File: src/rtl/euler_rotate_translate_project_core_assert.svh
// Assertion macros for the rotate, translate and project core.
`ifndef EULER_ROTATE_TRANSLATE_PROJECT_CORE_ASSERT_SVH
`define EULER_ROTATE_TRANSLATE_PROJECT_CORE_ASSERT_SVH
`ifndef SYNTHESIS
`define ERP_ASSERT_IMPLY(lbl, ante, cons, msg) \
	lbl: assert property (@(posedge clk) disable iff (!arst_n) (ante) |-> (cons)) \
		else $error(msg);
`define ERP_ASSERT_NEVER(lbl, cond, msg) \
	lbl: assert property (@(posedge clk) disable iff (!arst_n) !(cond)) else $error(msg);
`else
`define ERP_ASSERT_IMPLY(lbl, ante, cons, msg)
`define ERP_ASSERT_NEVER(lbl, cond, msg)
`endif
`endif

File: src/rtl/erp_pkg.sv
// Shared types, constants and helper functions of the rotate, translate and project core.
`default_nettype none
package erp_pkg;
	localparam int COORD_W = 24;
	localparam int ANGLE_W = 16;
	localparam int SCREEN_W = 16;
	localparam int CFG_W = (COORD_W > ANGLE_W) ?
		((COORD_W > SCREEN_W) ? COORD_W : SCREEN_W) :
		((ANGLE_W > SCREEN_W) ? ANGLE_W : SCREEN_W);
	localparam int IDX_W = 3;

	typedef enum logic [IDX_W-1:0] {
		REG_ANGLE_X  = 3'd0,
		REG_ANGLE_Y  = 3'd1,
		REG_ANGLE_Z  = 3'd2,
		REG_MOVE_X   = 3'd3,
		REG_MOVE_Y   = 3'd4,
		REG_MOVE_Z   = 3'd5,
		REG_CENTRE_X = 3'd6,
		REG_CENTRE_Y = 3'd7
	} reg_idx_t;

	localparam logic [31:0] SIN_C1 = 32'd1686629713;
	localparam logic [31:0] SIN_C3 = 32'd693598668;
	localparam logic [31:0] SIN_C5 = 32'd85569306;
	localparam logic [31:0] SIN_C7 = 32'd5026995;
	localparam logic [31:0] SIN_C9 = 32'd172272;

	localparam int SINE_LAT = 7;
	localparam int MAT_LAT = SINE_LAT + 2;
	localparam int LATENCY = MAT_LAT + 6;

	typedef logic signed [15:0] trig_t;
	typedef logic signed [32:0] coef_t;
	typedef coef_t [8:0] mat_t;

	typedef struct packed {
		logic signed [COORD_W-1:0] px;
		logic signed [COORD_W-1:0] py;
		logic signed [COORD_W-1:0] pz;
		logic last_point;
	} point_t;

	typedef struct packed {
		logic signed [COORD_W-1:0] qx;
		logic signed [COORD_W-1:0] qy;
		logic signed [COORD_W-1:0] qz;
		logic signed [SCREEN_W-1:0] screen_x;
		logic signed [SCREEN_W-1:0] screen_y;
		logic last_out;
	} result_t;

	function automatic logic [15:0] phase16(input logic [ANGLE_W-1:0] a);
		logic [ANGLE_W+15:0] t;
		t = {a, 16'b0};
		return t[ANGLE_W+15 -: 16];
	endfunction

	function automatic logic [31:0] horner(input logic [31:0] c, input logic [31:0] acc,
		input logic [31:0] z2);
		logic [63:0] p;
		p = 64'(acc) * 64'(z2);
		return c - p[61:30];
	endfunction
endpackage
`default_nettype wire

File: src/rtl/erp_project.sv
// Oblique projection of the moved point to the screen, with saturation.
`default_nettype none
module erp_project (
	input  wire logic clk,
	input  wire logic arst_n,
	input  wire erp_pkg::point_t q,
	input  wire logic q_valid,
	input  wire logic signed [erp_pkg::SCREEN_W-1:0] centre_x,
	input  wire logic signed [erp_pkg::SCREEN_W-1:0] centre_y,
	output erp_pkg::result_t res,
	output logic done
);
	localparam int CW = erp_pkg::COORD_W;
	localparam int SW = erp_pkg::SCREEN_W;
	localparam int MB = CW - 6;
	localparam int K = MB + 3;
	localparam int RW = K - 2;
	localparam int DW = MB + RW;
	localparam int TW = DW - K;
	localparam int SUMW = CW + 2;
	localparam longint RECIP = ((64'sd1 <<< K) + 64'sd4) / 64'sd5;
	localparam logic signed [SUMW-1:0] SMAX = {{(SUMW-SW+1){1'b0}}, {(SW-1){1'b1}}};
	localparam logic signed [SUMW-1:0] SMIN = {{(SUMW-SW+1){1'b1}}, {(SW-1){1'b0}}};

	logic [CW-1:0] ax;
	logic [CW+1:0] ax3;
	logic signed [CW-1:0] ty_full, tz_full;
	logic [MB-1:0] a3_s13, a1_s13;
	logic sgn_s13, sgn_s14;
	logic signed [CW-9:0] ty_s13, tz_s13, ty_s14, tz_s14;
	erp_pkg::point_t q_s13, q_s14;
	logic [DW-1:0] d3_s14, d1_s14;
	logic [DW-1:0] t2w, t4w;
	logic signed [SUMW-1:0] t2, t4, sx_sum, sy_sum;
	logic signed [SW-1:0] sx_sat, sy_sat;
	logic v_s13, v_s14, v_s15;
	erp_pkg::result_t res_s15;

	always_comb begin
		ax = q.px[CW-1] ? CW'(-q.px) : q.px;
		ax3 = (CW+2)'(ax) * (CW+2)'(3);
		ty_full = q.py + (q.py[CW-1] ? CW'(255) : CW'(0));
		tz_full = q.pz + (q.pz[CW-1] ? CW'(255) : CW'(0));
		t2w = d3_s14 >> K;
		t4w = d1_s14 >> K;
		t2 = $signed(SUMW'(t2w[TW-1:0]));
		t4 = $signed(SUMW'(t4w[TW-1:0]));
		if (sgn_s14) begin
			t2 = -t2;
			t4 = -t4;
		end
		sx_sum = SUMW'(centre_x) - SUMW'(ty_s14) + t2;
		sy_sum = SUMW'(centre_y) - SUMW'(tz_s14) + t4;
		if (sx_sum > SMAX) begin
			sx_sat = SMAX[SW-1:0];
		end else if (sx_sum < SMIN) begin
			sx_sat = SMIN[SW-1:0];
		end else begin
			sx_sat = sx_sum[SW-1:0];
		end
		if (sy_sum > SMAX) begin
			sy_sat = SMAX[SW-1:0];
		end else if (sy_sum < SMIN) begin
			sy_sat = SMIN[SW-1:0];
		end else begin
			sy_sat = sy_sum[SW-1:0];
		end
	end

	always_ff @(posedge clk or negedge arst_n) begin
		if (!arst_n) begin
			v_s13 <= 1'b0;
			v_s14 <= 1'b0;
			v_s15 <= 1'b0;
		end else begin
			v_s13 <= q_valid;
			v_s14 <= v_s13;
			v_s15 <= v_s14;
		end
	end

	always_ff @(posedge clk) begin
		a3_s13 <= ax3[CW+1:8];
		a1_s13 <= MB'(ax[CW-1:7]);
		sgn_s13 <= q.px[CW-1];
		ty_s13 <= ty_full[CW-1:8];
		tz_s13 <= tz_full[CW-1:8];
		q_s13 <= q;
		d3_s14 <= DW'(a3_s13) * DW'(RECIP);
		d1_s14 <= DW'(a1_s13) * DW'(RECIP);
		sgn_s14 <= sgn_s13;
		ty_s14 <= ty_s13;
		tz_s14 <= tz_s13;
		q_s14 <= q_s13;
		res_s15.qx <= q_s14.px;
		res_s15.qy <= q_s14.py;
		res_s15.qz <= q_s14.pz;
		res_s15.screen_x <= sx_sat;
		res_s15.screen_y <= sy_sat;
		res_s15.last_out <= q_s14.last_point;
	end

	assign res = res_s15;
	assign done = v_s15;
endmodule
`default_nettype wire

File: config.mk
export PLATFORM = sky130hd
export DESIGN_NAME = erp_project
export DESIGN_NICKNAME = d
export VERILOG_FILES = /design/src/rtl/euler_rotate_translate_project_core_assert.svh /design/src/rtl/erp_pkg.sv /design/src/rtl/erp_project.sv
export SDC_FILE = /design/constraint.sdc
export NUM_CORES = 1
export LEC_CHECK = 0
export ABC_AREA = 1
export BUFFER_PORTS_ARGS = -buffer_cell sky130_fd_sc_hd__buf_2
export CORE_MARGIN = 2
export CORE_UTILIZATION = 56
export DETAILED_ROUTE_END_ITERATION = 16
export GPL_ROUTABILITY_DRIVEN = 1
export PLACE_DENSITY = 0.78
export SETUP_SLACK_MARGIN = 0.2
export SLEW_MARGIN = 20
export SYNTH_ARGS = -nofsm -noshare
export SYNTH_HDL_FRONTEND = slang
export SYNTH_SLANG_ARGS = --single-unit
File: constraint.sdc
create_clock -name clk -period 5.05 [get_ports clk]
set_input_delay 0.505 -clock clk [delete_from_list [all_inputs] [get_ports clk]]
set_output_delay 0.505 -clock clk [all_outputs]
set_load 0.05 [all_outputs]
# Word level (Yosys, flattened, before mapping)

Cells that the tools add are included.

$add $sub $neg: 9
Muxes and demuxes: 7
$mul: 3
Order comparisons: 4

Operator list:

| kind                     | number |
|---|---|
| $add A17 B26 Y26         | 2 |
| $gt A26 B16 Y1 const B   | 2 |
| $lt A26 B16 Y1 const B   | 2 |
| $mux W26                 | 2 |
| $add A24 B9 Y24          | 2 |
| $mul A18 B19 Y37 const B | 1 |
| $mul A17 B19 Y36 const B | 1 |
| $sub A16 B16 Y17         | 2 |
| $mux W16                 | 2 |
| $mul A24 B2 Y26 const B  | 1 |
| $neg A15 Y26             | 1 |
| $neg A16 Y26             | 1 |
| $mux W24                 | 1 |
| $neg A24 Y24             | 1 |
| $mux W8                  | 2 |

Bits of input ports: 108
Register bits after elaboration: 428
Output and inout port bits: 106
Word-level logic and storage cells: 50

# Depth between registers and ports, before layout

Gate-level depths: netlist (run 1).

Word-level depth: 5
Mapped depth: 31
Depth with buffers taken out: 29

# Worst setup path before layout (run 1)

No wires, ideal clock.

Path kind: register -> register
From: register a3_s13[16]
To: register d3_s14[32]
Buffers on the path: 0
Cell stages (with the launch flop): 21
Arrival: 4.986 ns
Data required time: 4.930 ns
Slack: -0.056 ns
Setup time: 0.120 ns
Clock period less this slack: 5.106 ns
Cell sequence: dfxtp_1 -> inv_1 -> ha_1 -> inv_1 -> fa_1 -> fa_1 -> inv_1 -> fa_1 -> inv_1 -> fa_1 -> inv_1 -> fa_1 -> inv_1 -> ha_1 -> nand2_1 -> inv_1 -> a21boi_0 -> o21ai_0 -> a221oi_1 -> nand2_1 -> xor2_1

Word-level cells in the longest chain between the ends: 1

RTL lines:

| element                | line              | text |
|---|---|---|
| start, declared        | erp_project.sv:28 | `logic [MB-1:0] a3_s13, a1_s13;` |
| start signal, assigned | erp_project.sv:83 | `a3_s13 <= ax3[CW+1:8];` |
| $mul A18 B19 Y37       | erp_project.sv:89 | `d3_s14 <= DW'(a3_s13) * DW'(RECIP);` |
| end signal, assigned   | erp_project.sv:89 |  |
| end, declared          | erp_project.sv:32 | `logic [DW-1:0] d3_s14, d1_s14;` |

Every way passes these cells.
A chain may end at the register's enable or synchronous reset.

# Worst setup path after layout (run 1)

From: register a1_s13[9]
To: register d1_s14[24]

Word-level cells in the longest chain between the ends: 1

RTL lines:

| element                | line              | text |
|---|---|---|
| start, declared        | erp_project.sv:28 |  |
| start signal, assigned | erp_project.sv:84 | `a1_s13 <= MB'(ax[CW-1:7]);` |
| $mul A17 B19 Y36       | erp_project.sv:90 | `d1_s14 <= DW'(a1_s13) * DW'(RECIP);` |
| end signal, assigned   | erp_project.sv:90 |  |
| end, declared          | erp_project.sv:32 |  |

Every way passes these cells.

==> qor.csv, run 1 <==
metric,value,unit
status,finished clean,
DP HPWL,50900,um
maximum root-to-sink buffer count,3,
Clock Sinks,384,
syn avg cell area,8.34,sq um
# port buffers,213,
end point of the critical path,d1_s14[24],
Setup crit start kind,flop,
Setup TNS,0,ns
"Net Count, Synth",3937,
antenna-violating nets left,0,
H-tree depth,2,
routability congestion estimate,0.938,
r2r setup slk,0.11,ns
fraction of registers with async set/reset,0.781,%
# setup viols final,0,
worst flop-to-flop path endpoint,d1_s14[24],
clock skew,0.0110,ns
final net count,4241,
Worst Setup SP,a1_s13[9],
WP data required,5.49,ns
Post-Syn Area,27100,sq um
"EDFF count, synth",0,
Crit-path slowest cell,fa_1,
post-synthesis sequential area ratio,28.4,%
Fillers,3860,
synth unique cells,51,
WS Path Type,reg -> reg,
worst hold path type,in -> reg,
Starting DRT DRC Count,1051,
synth cell count leaders,"inv_1, nand2_1, dfxtp_1",
via count,21200,
WL per Instance,14.9,um
Final period util,97.9,%
cell taking the most area after synthesis,dfxtp_1,
die width,224,um
Num CTS Buffers,39,
CTS tree,done,
Tightest Pin Transition,0.803,ns
Synth top area share,28.1,%
R2R cell count,20,
Critical Path AT,5.38,ns
first-pass GRT wire length,102000,um
Max-Cap Viols,0,
die height,224,um
Post-Route WL,62800,um
drt first pass iters,5,
Critical Path Stages,20,
largest net degree at the start of global routing,22,
vias in the first global route,21700,
worst path bufs/invs,7,
core area,47700,sq um
post-layout minimum cycle time,4.94,ns
"top cells by area, synth","dfxtp_1, fa_1, ha_1, inv_1, nand2_1",
crit-path cells,inv_2 -> ha_4 -> fa_1 -> inv_1 -> fa_2 -> buf_6 -> fa_1 -> inv_1 -> fa_2 -> fa_1 -> inv_2 -> ha_4 -> a21oi_2 -> inv_2 -> a31oi_4 -> o211ai_1 -> a21oi_2 -> nand2_4 -> buf_6 -> xor2_1,
DR vias/cell,5.06,
clk_lat worst skew,0.56,ns
Yosys reg bits,384,
die area,50200,sq um
Pins Over Slew Limit,0,
CP top delay family,adder cells,
clock-pin slew on the worst setup and hold paths,0.06,ns
Synth Flop Type,dfxtp_1,
remaining global-route overflow,0,
P&R area growth vs syn,16.8,%
layout cells sized above 1,17.8,%
reg2reg start,a1_s13[9],
Syn. warnings,0,
root buffer cell,clkbuf_16,
Slew headroom,46.0,%
row count,80,
endpoints failing hold,0,
RSZ-0062 raised after global routing,yes,
fmax,202,MHz
Cells after Synth,3254,
initial antenna violation count,3,
Max Fanout on Critical Path,4,
Max stage delay on crit path,0.57,ns
crit end category,flop,
IO Count,214,
most frequent cell after synthesis,inv_1,
DRC violations left,0,
Starting Density,56.8,%
gr usage total,25.2,%
## metal layers
metal,share of wire [%],track usage (%)
met4,2.9,7.83
met1,43,31.9
met3,5.1,3.87
met2,49,44.2
met5,0,0
## through the flow
step                      setup slack [ns]  hold WS, ns  cell area (sq um)  std cells  utilization, %
after global placement             0.00636        0.301              29200       4113            61.2
final                                0.108       0.0508              31700       4201            66.4
after floorplan                      0.176        0.209              27200       3254               -
after CTS                           0.0904       0.0240              31000       4189            64.9
after detailed placement           -0.0966        0.301              29200       4113            61.2
after global routing               -0.0299       0.0266              31700       4201            66.4
## registers in the layout (all words and copies together), names as in the netlist
register	flops
tz_s13	16
ty_s13	16
tz_s14	16
q_s14	73
v_s13	1
a1_s13	17
d3_s14	16
v_s14	1
a3_s13	18
ty_s14	16
q_s13	73
d1_s14	15
done	1
res	105
## worst min path at each step
stage / slack, ns / from / cells after the start / endpoint
final: 0.05 / q[0] / 1 / q_s13[0]
after CTS: 0.02 / q[0] / 1 / q_s13[0]
after global placement: 0.30 / arst_n / 1 / done
after floorplan: 0.21 / arst_n / 0 / done
after global routing: 0.03 / q[0] / 1 / q_s13[0]
after detailed placement: 0.30 / arst_n / 1 / done
## final cells by class
| cell class | instances | area, sq um | share of cell area, % |
|---|---|---|---|
| Multi-Input combinational cell | 2119 | 17500 | 55.4 |
| Sequential cell | 384 | 7720 | 24.4 |
| Inverter | 740 | 2780 | 8.77 |
| Timing Repair Buffer | 274 | 1550 | 4.89 |
| Clock buffer | 49 | 1080 | 3.42 |
| Tap cell | 615 | 769 | 2.43 |
| Clock inverter | 18 | 235 | 0.742 |
| Antenna cell | 2 | 5.00 | 0.0158 |
## kinds of logic (layout without fill, tap and decap cells)
| family | Yosys count | after routing | share of synthesized area [%] |
|---|---|---|---|
| flops | 384 | 384 | 28.4 |
| fa+ha+maj | 575 | 575 | 33.0 |
| xor+xnor | 137 | 137 | 4.42 |
| other cells | 0 | 2 | 0 |
| buf+inv | 751 | 1081 | 10.5 |
| simple gates | 1110 | 1110 | 17.6 |
| compound gates | 297 | 297 | 6.06 |
## layout by cell type (no fill, tap or decap), drive strengths merged, types with 36 or more instances in the layout
cell / n
inv: 744
nand2: 645
dfxtp: 381
ha: 341
buf: 273
nor2: 261
fa: 234
a21oi: 160
nand3: 95
xor2: 85
o21ai: 80
xnor2: 52
clkbuf: 49
nor3: 42
nand4: 36
## what timing repair did
item	4_1_cts	5_1_grt
gates resized for setup	82	182
hold buffers	1	0
pin swaps	57	90
gates cloned	0	0
hold endpoints to repair	3	0
buffers inserted	8	10
setup endpoints to repair	31	46
Power of run 1 is not shown: default switching activity piles up to over one toggle a cycle in this logic, so the estimate is an artifact.
==> run 2: changes to the inputs <==
CELL_PAD_IN_SITES_DETAIL_PLACEMENT = 1   (was default)
CELL_PAD_IN_SITES_GLOBAL_PLACEMENT = 1   (was default)
CORE_UTILIZATION = 42   (was 56)
PLACE_DENSITY = default   (was 0.78)
PLACE_DENSITY_LB_ADDON = 0.1   (was default)
==> qor.csv, run 2 (synthesis results as in run 1) <==
metric,value,unit
worst path bufs/invs,7,
Clock Sinks,384,
max reg flops,105,
IO Count,214,
WP data required,5.56,ns
antenna-violating nets left,0,
clock skew,0.0130,ns
Max-Cap Viols,0,
Critical Path AT,5.40,ns
WL per Instance,17.4,um
Num CTS Buffers,44,
Hold WS,0.0310,ns
most frequent cells in the layout,"inv_1, nand2_1, dfxtp_1",
worst hold path startpoint,q[23],
Setup TNS,0,ns
via count,21900,
root buffer cell,clkbuf_16,
# setup viols final,0,
Starting DRT DRC Count,654,
die width,258,um
DRC violations left,0,
WS Path Type,reg -> reg,
status,finished clean,
post-layout minimum cycle time,4.89,ns
layout cells sized above 1,20.9,%
row count,93,
DR vias/cell,4.87,
Slew headroom,47.4,%
Final period util,96.9,%
Max Fanout on Critical Path,4,
Util after Layout,51.2,%
P&R area growth vs syn,21.1,%
ANT cells,0,
DP HPWL,65300,um
Post-Route WL,78200,um
die height,258,um
Tightest Pin Transition,0.783,ns
# port buffers,213,
die area,66700,sq um
reg2reg start,a3_s13[10],
H-tree depth,2,
crit end category,flop,
Setup crit start kind,flop,
CTS tree,done,
Max stage delay on crit path,0.57,ns
cell mode on critical path,inv_1,
routability congestion estimate,0.905,
vias in the first global route,24400,
remaining global-route overflow,0,
first-pass GRT wire length,126000,um
clk_lat worst skew,0.59,ns
drt first pass iters,5,
worst hold path type,in -> reg,
Crit-path slowest cell,fa_2,
initial antenna violation count,0,
largest net degree at the start of global routing,22,
gr usage total,23.5,%
Pins Over Slew Limit,0,
core area,64100,sq um
endpoints failing hold,0,
crit-path cells,buf_4 -> ha_2 -> inv_1 -> fa_2 -> fa_2 -> fa_1 -> inv_1 -> fa_1 -> inv_1 -> fa_1 -> inv_1 -> ha_4 -> nand2_1 -> nor2_1 -> inv_2 -> o21ai_2 -> buf_4 -> a21oi_2 -> xnor2_1,
"commonest non-fill, non-tap cell in the layout",inv_1,
RSZ-0062 raised after global routing,yes,
final net count,4294,
fmax,204,MHz
Worst Setup SP,a3_s13[10],
clock-pin slew on the worst setup and hold paths,0.06,ns
CP top delay family,adder cells,
maximum root-to-sink buffer count,3,
Starting Density,42.3,%
==> run 2: changes by cell type in the layout (fill, tap and decap cells not counted), moves of 7 or more <==
cell	delta
nor2_2	+8
ha_4	+9
inv_2	+15
o21ai_0	-7
buf_4	+46
ha_1	-16
fa_1	-10
ha_2	+7
fa_2	+10
nor2_1	-12
inv_1	-17
==> run 2: layout make-up <==
type                    count  area [sq um]
clock inverters            21           338
multi-input cells        2119         17800
repair buffers            322          1910
flip-flops and latches    384          7730
fillers                  7626         31300
inverters                 740          2780
clock buffers              57          1220
well taps                 855          1070
==> run 2: what timing repair did <==
item,in CTS,in global routing
pin swaps,90,134
resized for setup,132,219
hold endpoints to repair,5,0
hold buffers,3,0
endpoints found under the setup margin,31,61
setup buffers,11,21
==> run 2: final timing paths <==
path                         endpoint  slack (ns)  depth (start not counted)
max                        d3_s14[27]        0.16                         19
min                         q_s13[23]        0.03                          1
max reg2reg                d3_s14[27]        0.16                         19
min reg2reg                  q_s14[5]        0.31                          0
max in group asynchronous       v_s13        4.68                          2
min in group asynchronous       v_s14        0.26                          2
==> run 2: metrics by stage <==
stage | std cells | area (sq um) | worst slack, ns
global route | 4498 | 32900 | -0.0378
CTS | 4477 | 31900 | 0.135
finish | 4498 | 32900 | 0.155
global placement | 4385 | 29800 | -0.178
detailed placement | 4385 | 29800 | -0.134
floorplan | 3254 | 27200 | 0.176
==> run 2: layer usage <==
layer,vias up,GRT usage [%],share of wire [%]
met5,-,0,0
met4,0,6.71,2.6
met3,111,2.85,2.8
met2,302,43.3,51
met1,10700,28.7,43
li1,10800,-,-
Power of run 2 is left out for the same reason.
